File: config.mk
export PLATFORM = sky130hd
export DESIGN_NAME = htw_ram
export DESIGN_NICKNAME = d
export VERILOG_FILES = /design/src/design/htw_ram.sv
export SDC_FILE = /design/constraint.sdc
export NUM_CORES = 1
export LEC_CHECK = 0
export ABC_AREA = 0
export BUFFER_PORTS_ARGS = -buffer_cell sky130_fd_sc_hd__buf_2
export CAP_MARGIN = 10
export CORE_MARGIN = 1
export CORE_UTILIZATION = 34
export DETAILED_ROUTE_END_ITERATION = 8
export PLACE_DENSITY = 0.49
export SETUP_SLACK_MARGIN = 0.3
export SLEW_MARGIN = 10
export SYNTH_ARGS = -nofsm -noshare
export SYNTH_HDL_FRONTEND = slang
export SYNTH_SLANG_ARGS = --single-unit
File: constraint.sdc
create_clock -name aclk -period 3.2 [get_ports aclk]
set_input_delay 0 -clock aclk [delete_from_list [all_inputs] [get_ports aclk]]
set_output_delay 0 -clock aclk [all_outputs]
set_load 0.05 [all_outputs]
File: src/design/htw_ram.sv
// ----------------------------------------------------------------------------
// htw_ram
// Generic simple dual-port RAM: one write port, one read port, registered read.
// ----------------------------------------------------------------------------
module htw_ram #(
    parameter int WIDTH = 8,
    parameter int DEPTH = 16
) (
    input  logic                     aclk,
    input  logic                     we,
    input  logic [$clog2(DEPTH)-1:0] waddr,
    input  logic [WIDTH-1:0]         wdata,
    input  logic                     re,
    input  logic [$clog2(DEPTH)-1:0] raddr,
    output logic [WIDTH-1:0]         rdata
);

    logic [WIDTH-1:0] mem_reg [DEPTH];
    logic [WIDTH-1:0] rdata_reg;

    // Write and registered read.
    always_ff @(posedge aclk) begin
        if (we) begin
            mem_reg[waddr] <= wdata;
        end
        if (re) begin
            rdata_reg <= mem_reg[raddr];
        end
    end

    assign rdata = rdata_reg;

endmodule

==> After elaboration in Yosys (flattened, before gate mapping) <==
Memories as Yosys holds them, arrays and structs flattened. A register that Yosys moved wholly into a read port is not among the register bits.
Index checks and enable logic that the tools add are counted.
{ "totals": {"regBits": 0, "mem_bits_rw": 128, "out_inout_bits": 8, "n_memories": 1} }
{ "mem_list": {"columns": ["memory", "words", "word_bits", "read_ports", "rd_clocked_by_memory_dff", "wr", "line_no", "text"], "rows": [
  ["mem_reg", 16, 8, 1, 1, 1, "18", "logic [WIDTH-1:0] mem_reg [DEPTH];"]
]} }
{ "classes": {"mux": 2} }
{ "op_table": {"columns": ["op", "count"], "rows": [
  ["$mux 1", 2]
]} }

==> Logic depth before layout (Yosys ltp) <==
Gate-level depths: netlist of run 1.
{ "depth": {"word_depth": 2, "ltp_mapped": 5, "depth_no_buf": 3} }

==> Least setup slack after synthesis of run 1 <==
Ideal clock, no wire load.
{ "synth_timing": {"kind": "input to register", "startpoint": "input port waddr[2]", "endpoint": "memory mem_reg[0][0] (enable)", "setup_time_ns": 0.383, "t_arrival_ns": 1.110, "setup_slack_ns": 1.707, "path_stages": 2, "cell_sequence": "or3b_2 -> nor3_1"} }
{ "synth_lines": {"columns": ["item", "line_no", "text"], "rows": [
  ["start, declared", "11", "input logic [$clog2(DEPTH)-1:0] waddr,"],
  ["end, declared", "18", null]
]} }
No word-level cell before the write port.

==> results of run 1 <==
==> per-layer routing <==
layer	track usage, %	part of all wire, %
met5	0	0
met4	4.89	0.83
met3	5.40	7.1
met2	22.6	47
met1	20.8	45
==> final cells by class <==
type,count,area share (%)
Sequential cell,136,66.0
Multi-Input combinational cell,83,17.1
Clock buffer,19,7.00
Timing Repair Buffer,40,4.37
Tap cell,184,3.72
Clock inverter,13,1.80
==> cells by family after synthesis <==
| family | after synthesis | synth area share [%] |
|---|---|---|
| compound gates | 16 | 2.30 |
| buf+inv | 10 | 1.65 |
| mux | 32 | 14.8 |
| simple gates | 35 | 3.14 |
| flops | 136 | 78.1 |
==> worst max-delay path, cell delays in order, from the launching register on <==
cell and delay, ns:
edfxtp_1 0.36, mux4_2 0.47, a22oi_1 0.30, nand2_1 0.10
==> report_power, final <==
part / leakage (nW) / internal [mW] / switching [mW]
Combinational: 0.541 / 0.0799 / 0.136
Clock: 0.268 / 1.12 / 0.683
Sequential: 1.24 / 2.01 / 0.0101
==> stage by stage <==
step / hold WS, ns / utilization, % / cells
after floorplan: 0.0989 / - / 229
final: 0.144 / 41.9 / 475
after CTS: 0.128 / 41.9 / 475
after global placement: 0.387 / 37.6 / 434
after detailed placement: 0.391 / 37.6 / 434
after global routing: 0.146 / 41.9 / 475
==> worst min path at each step <==
stage	cells after the start	slack, ns	start	to
finish	3	0.14	waddr[0]	mem_reg[4][4]
floorplan	0	0.1	wdata[0]	mem_reg[0][0]
detailed placement	1	0.39	re	rdata[5]
global placement	1	0.39	re	rdata[4]
CTS	3	0.13	waddr[0]	mem_reg[8][0]
global route	3	0.15	waddr[0]	mem_reg[0][0]
==> placed cells by master, fill, tap and decap left out <==
cell type	count
a22oi_1	16
and2_1	1
and2b_1	1
buf_12	1
buf_2	26
buf_4	4
bufinv_16	2
clkbuf_1	2
clkbuf_16	17
clkinv_1	5
clkinv_2	5
clkinvlp_4	1
dlygate4sd3_1	9
edfxtp_1	136
mux4_1	14
mux4_2	18
nand2_1	9
nand2b_1	2
nand3_1	1
nand3b_1	2
nor2_1	13
nor2b_1	1
nor3_1	4
or3b_2	1
==> repair_timing <==
item | CTS | global route
hold buffers | 9 | 0
endpoints found under the hold margin | 121 | 0
setup buffers | 0 | 0
==> impl_metrics.csv, run 1 <==
group,metric,value,unit
worst_setup_path,cp-end-kind,"flop",
cts,root_buffer,"clkbuf_16",
status,status,"complete, no violations",
detailed_routing,drtIter0Drc,138,
worst_setup_path,crit_end,"rdata[7]",
worst_setup_path,worstPathRequired,3.35,ns
detailed_routing,vias,2383,
cells_and_area,num-fill-cells,1303,
cts,cts_tree,"done",
global_routing,antenna_found_initial,0,
sta,max_freq,0.678,GHz
worst_setup_path,reg2reg_slack,1.72,ns
global_routing,grt_pass1_wl,16.4,mm
detailed_routing,wire_per_inst,22.4,µm
power,ir_drop,0.586,mV
logic_synthesis,synth.distinct_cells,18,
logic_synthesis,syn_inst,229,
placed_design,hpwl,6.58,mm
logic_synthesis,synth_common_cells,"136 x edfxtp_1, 18 x mux4_2, 16 x a22oi_1",
sta,skew,0.0115,ns
placed_design,dpl_worst_slack,1.23,ns
sta,rsz0062_at_grt,"no",
sta,final-setup-viol-count,0,
cts,numCtsBuffers,17,
logic_synthesis,synth_edf_count,136,
cts,worstSkewPairLatency,0.42,ns
logic_synthesis,syn_nets,248,
sta,fin_crit,1.48,ns
sta,finalHoldViolCount,0,
cts,htree_levels,4,
detailed_routing,dr.pass1.iters,5,
logic_synthesis,synth.most_common_cell,"edfxtp_1",
cells_and_area,layout.nets,297,
detailed_routing,final_antenna_net_count,0,
floorplan,io_pins,27,
cts,cts_buffer_depth,2,
logic_synthesis,ys.flop_type,"edfxtp_1",
cts,cts_resized,0,
worst_setup_path,rr_endpoint,"rdata[7]",
global_routing,grt_max_degree,33,
placed_design,port_buffers,26,
worst_hold_path,hp-class,"in -> reg",
logic_synthesis,syn_area,5230,µm²
worst_setup_path,r2r_cells,3,
logic_synthesis,synth_top_area_share,78.1,%
cts,clock-sinks,136,
sta,setup_slack,1.72,ns
worst_setup_path,r2r-start,"mem_reg[11][7]",
cells_and_area,layout-drive-gt1-share,25.8,%
sta,relSlewSlack,27.4,%
logic_synthesis,syn_avg_cell_area,22.8,µm²
detailed_routing,drc_errors,0,
sta,slew_violations,0,
sta,fin_crit_sh,46.1,%
placed_design,post_dp_cell_area,5550,µm²
floorplan,initial_core_util,35.4,%
cells_and_area,antennaDiodeCount,0,
global_routing,grtUsageTotal,15.2,%
detailed_routing,wl,10.7,mm
logic_synthesis,ys_seq_area_share,78.1,%
logic_synthesis,yosys.area.top_type,"edfxtp_1",
worst_setup_path,crit_type,"reg -> reg",
worst_setup_path,crit_fanout,1,
global_routing,grt_pass1_vias,2568,
detailed_routing,vias_per_cell,5.02,
cells_and_area,largest_register_ffs,128,
cells_and_area,multi_input_area,1060,µm²
cells_and_area,finish.instance_area,6190,µm²
logic_synthesis,synth-async-reset-ratio,0,%
cells_and_area,area_growth,18.3,%
power,power.density,653,nW/µm²
worst_setup_path,cp.arrival,1.63,ns
global_routing,grt_overflow_total,0,
cells_and_area,regArea,4080,µm²
worst_setup_path,startpoint,"mem_reg[11][7]",
logic_synthesis,yosys-top-cells-area,"edfxtp_1 78%, mux4_2 7.8%, mux4_1 7.0%",
power,total_power,4.04,mW
power,p_leak,2.05,nW
floorplan,die_h,126,µm
sta,max_slew.worst_pin.slew,1.09,ns
logic_synthesis,synth-seq-cells,136,
cts,clk_pin_slew_worst_paths,0.06,ns
placed_design,place_congestion,0.676,
floorplan,coreArea,14800,µm²
sta,tns,0,ns
worst_setup_path,crit_path_start_kind,"flop",
flow_run,cap_violations,0,
logic_synthesis,yosys_warnings,0,
floorplan,num_rows,44,
floorplan,dieArea,15900,µm²
floorplan,die_x,126,µm
(Power assumes the default switching activity.)
==> inputs of run 2 (changes only) <==
PLACE_DENSITY = 0.51   (was 0.49)
clock period = 1.3 ns   (was 3.2 ns; I/O delays follow)
==> run 2 against run 1 <==
Net effect:
- the run now ends with setup timing left
- setup slack got worse by 1.9 ns
- first-iteration DRC count increased by 65%
- clock power increased to 2.6 times the previous value
- sequential cell count unchanged
- sequential share of layout area decreased by 3.9 points
- die area unchanged
- register-to-register slack got worse by 1.9 ns
- cell area increased by 6.3%
- critical path depth increased by 1
- critical path type unchanged
- largest power group unchanged
==> impl_metrics.csv, run 2 (same netlist as run 1, synthesis figures left out) <==
group,metric,value,unit
worst_setup_path,startpoint,"mem_reg[11][1]",
cts,cts_buffer_depth,2,
cells_and_area,layout_common_cells,"136 x edfxtp_1, 32 x mux4_2, 20 x buf_4",
cells_and_area,final_cell_count_no_fill,498,
cells_and_area,layout-drive-gt1-share,40.8,%
floorplan,io_pins,27,
cts,worstSkewPairLatency,0.40,ns
placed_design,hpwl,6.91,mm
cts,cts_tree,"done",
worst_hold_path,hold_depth,1,
detailed_routing,vias_per_cell,4.99,
power,seq_power_share,48.3,%
cts,clk_pin_slew_worst_paths,0.06,ns
global_routing,antenna_found_initial,0,
worst_setup_path,r2r_cells,4,
cells_and_area,final_util,44.6,%
cells_and_area,finish.instance_area,6570,µm²
power,ir_drop,0.904,mV
worst_setup_path,r2r-start,"mem_reg[11][1]",
placed_design,post_dp_cell_area,5860,µm²
power,comb_power_share,6.2,%
placed_design,placed_cells,458,
cts,htree_levels,4,
global_routing,grtUsageTotal,14.9,%
worst_setup_path,crit_path_start_kind,"flop",
cells_and_area,regArea,4080,µm²
detailed_routing,drc_errors,0,
flow_run,cap_violations,0,
power,power.density,1570,nW/µm²
detailed_routing,wl,10.8,mm
cts,root_buffer,"clkbuf_16",
global_routing,grt_overflow_total,0,
worst_setup_path,crit_chain,"mux4_2, a22oi_2, buf_4, nand2_2",
cells_and_area,layout.nets,320,
status,violations,"setup timing",
sta,whs,0.0110,ns
detailed_routing,vias,2484,
floorplan,die_h,126,µm
floorplan,num_rows,44,
sta,relSlewSlack,41.2,%
placed_design,place_congestion,0.696,
global_routing,grt_pass1_vias,2681,
sta,finalHoldViolCount,0,
cells_and_area,layout_commonest_cell,"edfxtp_1",
cts,clock-sinks,136,
sta,rsz0062_at_grt,"yes",
worst_hold_path,hp-class,"in -> reg",
worst_setup_path,cp_num_buf_inv,1,
detailed_routing,final_antenna_net_count,0,
worst_setup_path,crit_family,"multiplexers",
sta,slew_violations,0,
status,status,"finished with violations",
cts,cts_setup_buffers,0,
global_routing,globalRoute.busiestLayer,"met2",
cells_and_area,multi_input_area,1070,µm²
power,switching_share,20.3,%
floorplan,dieArea,15900,µm²
floorplan,coreArea,14800,µm²
sta,setup_slack,-0.172,ns
sta,max_slew.worst_pin.slew,0.880,ns
global_routing,grt_max_degree,17,
power,p_leak,2.18,nW
worst_setup_path,crit_end,"rdata[1]",
global_routing,grt_util_met1,19.5,%
power,p_sw,2.09,mW
cells_and_area,antennaDiodeCount,0,
power,total_power,10.3,mW
floorplan,die_x,126,µm
worst_setup_path,slowest_stage,"mux4_2",
worst_setup_path,rr_endpoint,"rdata[1]",
cells_and_area,largest_register_ffs,128,
detailed_routing,wire_per_inst,21.6,µm
sta,skew,0.00620,ns
worst_setup_path,cp-end-kind,"flop",
power,p_int,8.21,mW
detailed_routing,dr.pass1.iters,4,
detailed_routing,drtIter0Drc,228,
worst_setup_path,worstPathRequired,1.46,ns
worst_setup_path,reg2reg_slack,-0.17,ns
sta,max_freq,0.679,GHz
placed_design,port_buffers,26,
cts,numCtsBuffers,17,
worst_setup_path,crit_fanout,1,
global_routing,use_met2,24.7,%
global_routing,grt_pass1_wl,16.5,mm
cells_and_area,num-fill-cells,1273,
sta,fin_crit,1.47,ns
worst_setup_path,cp.arrival,1.63,ns
worst_setup_path,critPathMaxStageDelay,0.48,ns
sta,fin_crit_sh,113,%
global_routing,grtUsageMet3,3.06,%
power,clkPwrFrac,45.4,%
cells_and_area,area_growth,25.8,%
worst_setup_path,crit_type,"reg -> reg",
worst_setup_path,path_depth,4,
sta,final-setup-viol-count,8,
floorplan,initial_core_util,35.4,%
-- run 2: cell count changes in the layout (fill, tap and decap cells not counted), sizes merged --
cell,change
clkinv,-1
inv,+1
dlygate4sd3,-1
bufinv,+1
clkbuf,-2
clkinvlp,+1
buf,+24
-- run 2: power groups by stage --
stage	clock, mW	combinational, mW	sequential [mW]
after global routing	4.95	0.694	4.98
after global placement	0	0.608	5.06
after CTS	4.76	0.649	4.97
after detailed placement	0	0.613	5.06
after floorplan	0	0.267	5.13
final	4.68	0.643	4.97
-- run 2: final cells by class --
type	instances	share of cell area, %
Multi-Input combinational cell	83	16.3
Clock inverter	15	2.42
Tap cell	184	3.50
Sequential cell	136	62.1
Clock buffer	17	6.47
Timing Repair Buffer	63	9.15
-- run 2: worst min-delay path by stage --
| stage | startpoint | end | slack [ns] |
|---|---|---|---|
| floorplan | wdata[0] | mem_reg[0][0] | 0.1 |
| global route | wdata[4] | mem_reg[1][4] | 0.02 |
| detailed placement | re | rdata[3] | 0.39 |
| CTS | wdata[4] | mem_reg[2][4] | 0.007 |
| global placement | re | rdata[3] | 0.40 |
| finish | wdata[4] | mem_reg[15][4] | 0.01 |
-- run 2: timing repair --
action / CTS / global route
hold endpoints to repair: 94 / 0
cloned: 0 / 0
pin swaps: 1 / 0
hold buffers: 8 / 0
endpoints found under the setup margin: 12 / 15
gates resized for setup: 10 / 9
-- run 2: metrics by stage --
| stage | setup slack [ns] | TNS, ns |
|---|---|---|
| 2_1_floorplan | 0.0336 | 0 |
| 3_3_place_gp | -0.351 | -1.87 |
| 3_5_place_dp | -0.352 | -1.92 |
| 4_1_cts | -0.204 | -1.27 |
| 5_1_grt | -0.216 | -1.53 |
| 6_report | -0.172 | -1.00 |
-- run 2: worst reg2reg max path, stage by stage, from the launching register on --
cell and delay, ns:
edfxtp_1 0.35, mux4_2 0.48, a22oi_2 0.22, buf_4 0.15, nand2_2 0.03
-- run 2: layer usage --
layer	wire length, µm	up-vias
met3	491	7
met1	4710	1298
li1	-	1116
met4	89	0
met2	5480	63
met5	0	-
